## config.mk

```make
export PLATFORM = sky130hd
export DESIGN_NAME = glyph_pixel_writer
export DESIGN_NICKNAME = d
export VERILOG_FILES = /design/src/design/gpw_pkg.sv /design/src/design/gpw_raster.sv /design/src/design/glyph_pixel_writer.sv
export SDC_FILE = /design/constraint.sdc
export NUM_CORES = 1
export LEC_CHECK = 0
export BUFFER_PORTS_ARGS = -buffer_cell sky130_fd_sc_hd__buf_2
export CORE_MARGIN = 4
export CORE_UTILIZATION = 30
export CTS_CLUSTER_SIZE = 12
export DETAILED_ROUTE_END_ITERATION = 8
export GPL_ROUTABILITY_DRIVEN = 0
export HOLD_SLACK_MARGIN = 0.03
export PLACE_DENSITY = 0.47
export RECOVER_POWER = 100
export SYNTH_ARGS = -nofsm -noshare
export SYNTH_HDL_FRONTEND = slang
export SYNTH_SLANG_ARGS = --single-unit
```

## constraint.sdc

```tcl
create_clock -name clk -period 10.4 [get_ports clk]
set_input_delay 1.56 -clock clk [delete_from_list [all_inputs] [get_ports clk]]
set_output_delay 1.56 -clock clk [all_outputs]
set_load 0.02 [all_outputs]
```

## src/design/gpw_pkg.sv

```systemverilog
package gpw_pkg;

  // Field widths
  localparam int ADDR_BITS    = 25;  // framebuffer address wrap width
  localparam int PIXEL_ADDR_W = 25;  // pixel_address field
  localparam int COORD_W      = 12;
  localparam int CODE_W       = 8;
  localparam int COLOR_W      = 32;
  localparam int STRIDE_W     = 13;
  localparam int BASE_SUM_W   = COORD_W + STRIDE_W + 1;  // y*stride + x
  localparam int GLYPH_ROWS   = 8;
  localparam int GLYPH_COLS   = 8;
  localparam int GLYPH_W      = GLYPH_ROWS * GLYPH_COLS;
  localparam int ROW_W        = $clog2(GLYPH_ROWS);
  localparam int COL_W        = $clog2(GLYPH_COLS);

  // Stream and config port widths
  localparam int IN_TDATA_W   = 2 * COORD_W + CODE_W + 2 * COLOR_W;
  localparam int OUT_FIELDS_W = PIXEL_ADDR_W + COLOR_W;
  localparam int OUT_TDATA_W  = ((OUT_FIELDS_W + 7) / 8) * 8;
  localparam int CFG_INDEX_W  = 1;
  localparam int CFG_DATA_W   = STRIDE_W;

  localparam logic [STRIDE_W-1:0] LINE_WIDTH_RESET = STRIDE_W'(1920);

  // Register map
  typedef enum logic [CFG_INDEX_W-1:0] {
    REG_ENABLE     = 1'b0,
    REG_LINE_WIDTH = 1'b1
  } cfg_reg_t;

  // One cell handed from the input stage to the raster generator
  typedef struct packed {
    logic [ADDR_BITS-1:0] base;   // address of row 0, column 0
    logic [GLYPH_W-1:0]   glyph;  // row 0 in the top byte, MSB = leftmost pixel
    logic [COLOR_W-1:0]   fore;
    logic [COLOR_W-1:0]   back;
  } gpw_cell_t;

  // 8x8 font: rows concatenated, row 0 first. Undefined glyphs are blank.
  function automatic logic [GLYPH_W-1:0] glyph_bits(input logic [CODE_W-2:0] code);
    logic [GLYPH_W-1:0] bits;
    bits = '0;
    case (code)
      7'h41: bits = 64'h183C66667E666600;  // A
      7'h42: bits = 64'h7C66667C66667C00;  // B
      7'h43: bits = 64'h3C66606060663C00;  // C
      7'h44: bits = 64'h786C6666666C7800;  // D
      7'h45: bits = 64'h7E60607C60607E00;  // E
      7'h46: bits = 64'h7E60607C60606000;  // F
      7'h47: bits = 64'h3C66606E66663C00;  // G
      7'h48: bits = 64'h6666667E66666600;  // H
      7'h49: bits = 64'h3C18181818183C00;  // I
      7'h4F: bits = 64'h3C66666666663C00;  // O
      7'h53: bits = 64'h3C66703C0E663C00;  // S
      7'h56: bits = 64'h66666666663C1800;  // V
      7'h2D: bits = 64'h0000007E00000000;  // -
      7'h69: bits = 64'h1800381818183C00;  // i
      7'h62: bits = 64'h60607C6666667C00;  // b
      default: bits = '0;                  // space and undefined codes
    endcase
    return bits;
  endfunction

endpackage

```

## src/design/gpw_raster.sv

```systemverilog
module gpw_raster
  import gpw_pkg::*;
(
  input  logic                   clk,
  input  logic                   rst_n,
  input  logic [STRIDE_W-1:0]    line_width,
  // cell load from input stage
  input  logic                   load_valid,
  output logic                   load_ready,
  input  gpw_cell_t              load_cell,
  // pixel write stream
  output logic                   out_tvalid,
  input  logic                   out_tready,
  output logic [OUT_TDATA_W-1:0] out_tdata,
  output logic                   out_tlast
);

  // Generator state
  logic                    busy_r, busy_nxt;
  logic [ADDR_BITS-1:0]    base_r;
  logic [GLYPH_W-1:0]      glyph_r;
  logic [COLOR_W-1:0]      fore_r;
  logic [COLOR_W-1:0]      back_r;
  logic [ROW_W-1:0]        row_r;
  logic [COL_W-1:0]        col_r;

  // Output register
  logic                    ovalid_r, ovalid_nxt;
  logic [PIXEL_ADDR_W-1:0] oaddr_r;
  logic [COLOR_W-1:0]      ocolor_r;
  logic                    olast_r;

  logic emit;
  logic pix_last;
  logic load;

  // One pixel per cycle whenever the output register is free or draining
  assign pix_last   = (&row_r) && (&col_r);
  assign emit       = busy_r && (!ovalid_r || out_tready);
  assign load_ready = !busy_r || (emit && pix_last);
  assign load       = load_valid && load_ready;

  always_comb begin
    busy_nxt = busy_r;
    if (load) begin
      busy_nxt = 1'b1;
    end else if (emit && pix_last) begin
      busy_nxt = 1'b0;
    end
  end

  always_comb begin
    ovalid_nxt = ovalid_r;
    if (emit) begin
      ovalid_nxt = 1'b1;
    end else if (out_tready) begin
      ovalid_nxt = 1'b0;
    end
  end

  // Control state
  always_ff @(posedge clk) begin
    if (!rst_n) begin
      busy_r   <= 1'b0;
      ovalid_r <= 1'b0;
      row_r    <= '0;
      col_r    <= '0;
    end else begin
      busy_r   <= busy_nxt;
      ovalid_r <= ovalid_nxt;
      if (load) begin
        row_r <= '0;
        col_r <= '0;
      end else if (emit) begin
        col_r <= col_r + COL_W'(1);
        if (&col_r) begin
          row_r <= row_r + ROW_W'(1);
        end
      end
    end
  end

  // Cell payload; row base steps by the stride at each row end
  always_ff @(posedge clk) begin
    if (load) begin
      base_r  <= load_cell.base;
      glyph_r <= load_cell.glyph;
      fore_r  <= load_cell.fore;
      back_r  <= load_cell.back;
    end else if (emit) begin
      glyph_r <= glyph_r << 1;
      if (&col_r) begin
        base_r <= base_r + ADDR_BITS'(line_width);
      end
    end
  end

  // Pixel write register
  always_ff @(posedge clk) begin
    if (emit) begin
      oaddr_r  <= PIXEL_ADDR_W'(base_r + ADDR_BITS'(col_r));
      ocolor_r <= glyph_r[GLYPH_W-1] ? fore_r : back_r;
      olast_r  <= pix_last;
    end
  end

  assign out_tvalid = ovalid_r;
  assign out_tlast  = olast_r;
  assign out_tdata  = {{(OUT_TDATA_W - OUT_FIELDS_W){1'b0}}, ocolor_r, oaddr_r};

endmodule

```

## src/design/glyph_pixel_writer.sv

```systemverilog
// Channel  Direction  Transaction                 Payload
// in_      slave      one character cell          x, y, char_code, fore, back
// out_     master     one pixel write             pixel_address, pixel_color, last
// cfg_     slave      one register write          index, data
//
// Each enabled cell gives 64 pixel writes, one per cycle while out_tready is high;
// the raster generator's single pixel port sets that rate. The next cell loads into
// the generator in the cycle its predecessor's last pixel is emitted, so cells
// stream without gaps. Cells reach out_ via the input, generator and output
// registers. Reset disables the block and sets the stride to 1920. A stalled
// out_tready holds the generator; the input register then holds one waiting cell.
module glyph_pixel_writer
  import gpw_pkg::*;
(
  input  logic                   clk,
  input  logic                   rst_n,
  // in_tdata: cell_x[11:0], cell_y[23:12], char_code[31:24],
  //           fore_color[63:32], back_color[95:64]
  input  logic                   in_tvalid,
  output logic                   in_tready,
  input  logic [IN_TDATA_W-1:0]  in_tdata,
  // out_tdata: pixel_address[24:0], pixel_color[56:25], zero fill above
  output logic                   out_tvalid,
  input  logic                   out_tready,
  output logic [OUT_TDATA_W-1:0] out_tdata,
  output logic                   out_tlast,
  // configuration writes
  input  logic                   cfg_valid,
  output logic                   cfg_ready,
  input  logic [CFG_INDEX_W-1:0] cfg_index,
  input  logic [CFG_DATA_W-1:0]  cfg_data
);

  // Configuration registers
  logic                enable_r;
  logic [STRIDE_W-1:0] line_width_r;

  // Input register
  logic                     avalid_r, avalid_nxt;
  logic [COORD_W-1:0]       ax_r;
  logic [COORD_W-1:0]       ay_r;
  logic signed [CODE_W-1:0] acode_r;
  logic [COLOR_W-1:0]       afore_r;
  logic [COLOR_W-1:0]       aback_r;

  logic                  in_fire;
  logic                  a_take;
  logic                  load_ready;
  logic [BASE_SUM_W-1:0] base_sum;
  gpw_cell_t             ld_cell;

  assign cfg_ready = 1'b1;

  // Register writes
  always_ff @(posedge clk) begin
    if (!rst_n) begin
      enable_r     <= 1'b0;
      line_width_r <= LINE_WIDTH_RESET;
    end else if (cfg_valid) begin
      unique case (cfg_reg_t'(cfg_index))
        REG_ENABLE:     enable_r     <= cfg_data[0];
        REG_LINE_WIDTH: line_width_r <= cfg_data;
        default: ;
      endcase
    end
  end

  // Input stage: cells arriving while disabled are taken and dropped
  assign a_take    = avalid_r && load_ready;
  assign in_tready = !avalid_r || a_take;
  assign in_fire   = in_tvalid && in_tready;

  always_comb begin
    avalid_nxt = avalid_r;
    if (in_fire && enable_r) begin
      avalid_nxt = 1'b1;
    end else if (a_take) begin
      avalid_nxt = 1'b0;
    end
  end

  always_ff @(posedge clk) begin
    if (!rst_n) begin
      avalid_r <= 1'b0;
    end else begin
      avalid_r <= avalid_nxt;
    end
  end

  always_ff @(posedge clk) begin
    if (in_fire) begin
      ax_r    <= in_tdata[COORD_W-1:0];
      ay_r    <= in_tdata[2*COORD_W-1:COORD_W];
      acode_r <= in_tdata[2*COORD_W+CODE_W-1:2*COORD_W];
      afore_r <= in_tdata[2*COORD_W+CODE_W+COLOR_W-1:2*COORD_W+CODE_W];
      aback_r <= in_tdata[IN_TDATA_W-1:2*COORD_W+CODE_W+COLOR_W];
    end
  end

  // Cell origin address and font lookup; negative codes draw as blank space
  assign base_sum      = BASE_SUM_W'(ay_r) * BASE_SUM_W'(line_width_r) + BASE_SUM_W'(ax_r);
  assign ld_cell.base  = ADDR_BITS'(base_sum);
  assign ld_cell.glyph = acode_r[CODE_W-1] ? '0 : glyph_bits(acode_r[CODE_W-2:0]);
  assign ld_cell.fore  = afore_r;
  assign ld_cell.back  = aback_r;

  gpw_raster u_raster (
    .clk        (clk),
    .rst_n      (rst_n),
    .line_width (line_width_r),
    .load_valid (avalid_r),
    .load_ready (load_ready),
    .load_cell  (ld_cell),
    .out_tvalid (out_tvalid),
    .out_tready (out_tready),
    .out_tdata  (out_tdata),
    .out_tlast  (out_tlast)
  );

endmodule

```

* Word level (Yosys, flattened, before mapping)
Index checks and enable logic that the tools add are counted.
Storage, ports and cells: bits in registers 330, bits in latches 0, RAM bits 0, bits in read-only memories 0, input bits 115, output and inout port bits 68, word-level logic and storage cells 80, memories kept 0
Cells by class: add/sub/neg operators 5, multipliers 1, divide/modulo/power cells 0, $lt $le $gt $ge 0, equal/unequal tests 15, shift-type cells 0, mux-type cells 14, bitwise gates (word level) 2, reductions and logical operators 24
Operator list (count):
- one-hot mux 63 bit (15 select lines) | 1
- 2-to-1 mux 64 bit | 3
- == test 7 bit (second input constant) | 14
- 2-to-1 mux 25 bit | 3
- 2-to-1 mux 32 bit | 1
- adder 25 x 12 -> 25 bit | 1
- adder 25 x 13 -> 25 bit | 1
- adder 25 x 3 -> 25 bit | 1
- multiplier 12 x 13 -> 25 bit | 1
- nonzero test 2 bit | 5
- == test 7 x 6 -> 1 bit (second input constant) | 1
- adder 3 x 1 -> 3 bit (second input constant) | 2
- logical AND 1 bit | 6
- 2-to-1 mux 1 bit | 6
- AND reduction 2 bit | 3
- AND reduction 3 bit | 2
- AND reduction 4 bit | 1
- zero test 1 bit | 3
- logical OR 1 bit | 3
- inverter 1 bit | 2
- OR reduction 2 bit | 1

* Depth between registers and ports, before layout
depth after elaboration 10, gate-level depth with buffers 21

* By module
A second synthesis with hierarchy kept.
Second synthesis, totals: cell total of the unflattened synthesis 1786, area total of the unflattened synthesis 19867.8 um^2
By module, submodules not included:
- glyph_pixel_writer | times used 1, cells an instance 1058, area an instance 10354.9 um^2, sequential area each 3183.1 um^2
- gpw_raster | times used 1, cells an instance 728, area an instance 9512.9 um^2, sequential area each 6496.2 um^2

* Worst setup path after synthesis
Ideal clock, no wire load.
kind reg-to-reg, from reg ay_r[3], to reg u_raster.base_r[23] (data pin), arrival time 5309 ps, setup slack 4834 ps, cell stages (with the launch flop) 19, buffers on the path 1, clock period less this slack 5566 ps, cells stage by stage edfxtp_1 clkbuf_1 nand2_1 fa_1 fa_1 fa_1 inv_1 fa_1 inv_1 fa_1 inv_1 ha_1 a21oi_1 nand2_1 o311ai_1 o21a_1 nor2_1 or3_1 a32o_1
On the way: cells in the longest elaborated chain, start to end 3
RTL lines:
- start, declared | line glyph_pixel_writer.sv:41 | logic [COORD_W-1:0] ay_r;
- start signal, assigned | line glyph_pixel_writer.sv:93 | ay_r <= in_tdata[2*COORD_W-1:COORD_W];
- multiplier 12 x 13 -> 25 bit | line glyph_pixel_writer.sv:101 | assign base_sum = BASE_SUM_W'(ay_r) * BASE_SUM_W'(line_width_r) + BASE_SUM_W'(ax_r);
- adder 25 x 12 -> 25 bit | line glyph_pixel_writer.sv:101
- 2-to-1 mux 25 bit | line gpw_raster.sv:85 | if (load) begin
- end signal, assigned | line gpw_raster.sv:86 | base_r <= load_cell.base;
- end signal, assigned | line gpw_raster.sv:93 | base_r <= base_r + ADDR_BITS'(line_width);
- end, declared | line gpw_raster.sv:20 | logic [ADDR_BITS-1:0] base_r;
Every way passes these cells. A chain may end at the register's enable or synchronous reset.

* Worst setup path in the final report
from in out_tready, to reg u_raster.glyph_r[50], enable pin
On the way: cells in the longest elaborated chain, start to end 6
RTL lines:
- start, declared | line glyph_pixel_writer.sv:24 | input logic out_tready,
- logical OR 1 bit (*) | line gpw_raster.sv:39 | assign emit = busy_r && (!ovalid_r || out_tready);
- logical AND 1 bit (*) | line gpw_raster.sv:39
- logical AND 1 bit | line gpw_raster.sv:40 | assign load_ready = !busy_r || (emit && pix_last);
- logical OR 1 bit | line gpw_raster.sv:40
- logical AND 1 bit | line gpw_raster.sv:41 | assign load = load_valid && load_ready;
- nonzero test 2 bit (no line) (*)
- end signal, assigned | line gpw_raster.sv:87 | glyph_r <= load_cell.glyph;
- end signal, assigned | line gpw_raster.sv:91 | glyph_r <= glyph_r << 1;
- end, declared | line gpw_raster.sv:21 | logic [GLYPH_W-1:0] glyph_r;
Every way passes the cells marked *; elsewhere a longest branch is shown, timed or not.

==> flow_metrics.env <==
export IMPL_synthCells=1629
export IMPL_tightest_slew_ns=4.08
export IMPL_placed_cells=2575
export IMPL_fmax_mhz=139
export IMPL_power_leakage_nw=8.69
export IMPL_placeableCoreArea_um2=62200
export IMPL_synth_top_area_cell="edfxtp_1"
export IMPL_crit_start="out_tready"
export IMPL_clk_latency_ns=0.57
export IMPL_outcome="finished with violations"
export IMPL_syn_avg_cell_area_um2=11.6
export IMPL_maxCapViolations=8
export IMPL_synth_common_cells="298 x edfxtp_1, 197 x inv_1, 180 x nand2_1"
export IMPL_cts_setup_buffers=0
export IMPL_ant_nets=0
export IMPL_cts_resized=0
export IMPL_drive_above_1_share_pct=11.6
export IMPL_rr_worst_depth=5
export IMPL_viasPerCell=4.69
export IMPL_synth_distinct_cells=64
export IMPL_fp_dieH_um=259
export IMPL_core_rowCount=91
export IMPL_p_per_area_nw_per_um2=196
export IMPL_worst_setup_path_start_kind="input port"
export IMPL_die_area_um2=67300
export IMPL_grt_pass1_vias=12800
export IMPL_multi_input_area_um2=8470
export IMPL_end_kind="register"
export IMPL_crit_type="in2reg"
export IMPL_cts_sinks=321
export IMPL_hold_viol_final=0
export IMPL_route_detailed_drc=0
export IMPL_yosys_top_cells_area="edfxtp_1 47%, fa_1 13%, ha_1 6.0%"
export IMPL_cts_hold_buffers=0
export IMPL_n_antenna_cell=0
export IMPL_hpwlAfterDp_mm=34.4
export IMPL_die_w_um=259
export IMPL_synth_area_um2=19000
export IMPL_cts_buffers=39
export IMPL_netlist_area_leader_share_pct=47.2
export IMPL_place_area_um2=20700
export IMPL_crit_arrival_ns=7.30
export IMPL_period_minus_slack_ns=7.20
export IMPL_rrSetupSlack_ns=3.88
export IMPL_tns_ns=0
export IMPL_total_power_w=0.00426
export IMPL_instances_no_fill=2646
export IMPL_final_util_pct=35.0
export IMPL_first_pass_iters=5
export IMPL_grt_usage_pct=14.1
export IMPL_skew_ns=0.0154
export IMPL_io_pins=183
export IMPL_drt_iter0_markers=979
export IMPL_relSlewSlack_pct=-172
export IMPL_antenna_found_initial=1
export IMPL_yosysWarnings=0
export IMPL_reg2reg_from="u_raster.out_tvalid$_SDFFE_PN0P_"
export IMPL_fin_crit_sh_pct=69.2
export IMPL_initial_core_util_pct=30.5
export IMPL_ys_ff_latch=321
export IMPL_portBuffers=174
export IMPL_nets=2108
export IMPL_grt_ovfl_total=0
export IMPL_design_area_um2=21800
export IMPL_clock_path_buffers=3
export IMPL_required_ns=10.51
export IMPL_seq_area_frac_synth_pct=49.6
export IMPL_clk_pin_slew_worst_paths_ns=0.06
export IMPL_grt_max_degree=86
export IMPL_irDropWorstVdd_mv=0.124
export IMPL_cts_tree="built"
export IMPL_wl_mm=47.3
export IMPL_regArea_um2=9410
export IMPL_area_delta_synth_final_pct=14.8
export IMPL_grt_pass1_wl_mm=74.6
export IMPL_cp_max_fo=64
export IMPL_regToRegEndpoint="u_raster.glyph_r[50]$_DFFE_PP_"
export IMPL_crit_end="u_raster.glyph_r[50]$_DFFE_PP_"
export IMPL_finalSetupViolCount=0
export IMPL_vias=12400
export IMPL_synth_edf_count=298
export IMPL_violations="max-capacitance violations, max-slew violations"
export IMPL_rsz0062_at_grt="no"
export IMPL_hold_path_class="reg2reg"
export IMPL_clock_root_buffer="clkbuf_16"
export IMPL_fillCellCount=6301
export IMPL_synthMostInstantiatedCell="edfxtp_1"
export IMPL_post_drt_wl_per_cell_um=17.9
export IMPL_synthArstFlopShare_pct=0
export IMPL_cts_max_level=2
export IMPL_yosys_most_used_dff="edfxtp_1"
export IMPL_drv_slew=430
cells by family (layout without fill, tap and decap cells):
| logic type | after synthesis | count (layout) | synth area share (%) |
|---|---|---|---|
| compound gates | 232 | 232 | 7.96 |
| xor+xnor | 67 | 67 | 3.09 |
| fa+ha+maj | 214 | 214 | 19.0 |
| buf+inv | 282 | 456 | 5.85 |
| flops | 321 | 321 | 49.6 |
| mux | 44 | 44 | 2.54 |
| other cells | 2 | 8 | 0.0396 |
| simple gates | 467 | 467 | 11.9 |
worst min-delay path by stage:
| stage | from | end | slack (ns) | cells past startpoint |
|---|---|---|---|---|
| after global placement | aback_r[2]$_DFFE_PP_ | u_raster.back_r[2]$_DFFE_PP_ | 0.40 | 0 |
| after detailed placement | aback_r[21]$_DFFE_PP_ | u_raster.back_r[21]$_DFFE_PP_ | 0.40 | 0 |
| after floorplan | aback_r[0]$_DFFE_PP_ | u_raster.back_r[0]$_DFFE_PP_ | 0.40 | 0 |
| after global routing | aback_r[14]$_DFFE_PP_ | u_raster.back_r[14]$_DFFE_PP_ | 0.42 | 0 |
| final | afore_r[8]$_DFFE_PP_ | u_raster.fore_r[8]$_DFFE_PP_ | 0.41 | 0 |
| after CTS | afore_r[7]$_DFFE_PP_ | u_raster.fore_r[7]$_DFFE_PP_ | 0.42 | 0 |
report_power, final:
group	total, W	internal, W	switching (W)
Sequential	0.00151	0.00147	0.0000454
Combinational	0.00140	0.000563	0.000837
Clock	0.00135	0.000799	0.000555
Total	0.00426	0.00283	0.00144
placed cells by master, fill, tap and decap left out, types with 48 or more instances in the layout:
cell type	instances
ha_1	91
nand2_1	179
clkbuf_1	92
inv_1	197
o21ai_0	63
edfxtp_1	298
a21oi_1	53
and2_1	82
fa_1	123
xnor2_1	48
buf_2	104
nor2_1	72
worst max-delay path: stages:
cell and delay [ns]:
buf_2 0.07, nor2b_1 0.08, nor2b_4 0.11, clkbuf_1 2.85, or2_2 0.41, clkbuf_1 2.16
cell type report:
cell class	instances	area share, %
clock buffers	56	4.91
inverters	199	3.44
repair buffers	186	3.87
multi-input cells	1032	38.9
clock inverters	15	0.868
well taps	837	4.81
flip-flops and latches	321	43.2
state kept, by name, summed over array words and instances, names as in the netlist, 8 cells and up:
signal and cells:
aback_r 32, acode_r 8, afore_r 32, ax_r 12
ay_r 12, line_width_r 13, u_raster.back_r 32, u_raster.base_r 25
u_raster.fore_r 32, u_raster.glyph_r 55, u_raster.oaddr_r 25, u_raster.ocolor_r 32
per-layer routing:
layer  part of all wire [%]  GRT usage [%]  vias to the layer above
li1                       -              -                     5825
met1                     46           20.1                     6161
met2                     45           22.0                      361
met3                    6.0           2.78                       73
met4                    2.6           3.91                        2
met5                  0.028              0                        -
stage by stage:
step	hold WS (ns)	setup WS, ns
floorplan	0.400	4.83
global placement	0.400	4.44
detailed placement	0.405	4.36
CTS	0.418	4.33
global route	0.423	2.56
finish	0.414	3.20
(Power assumes the default switching activity.)
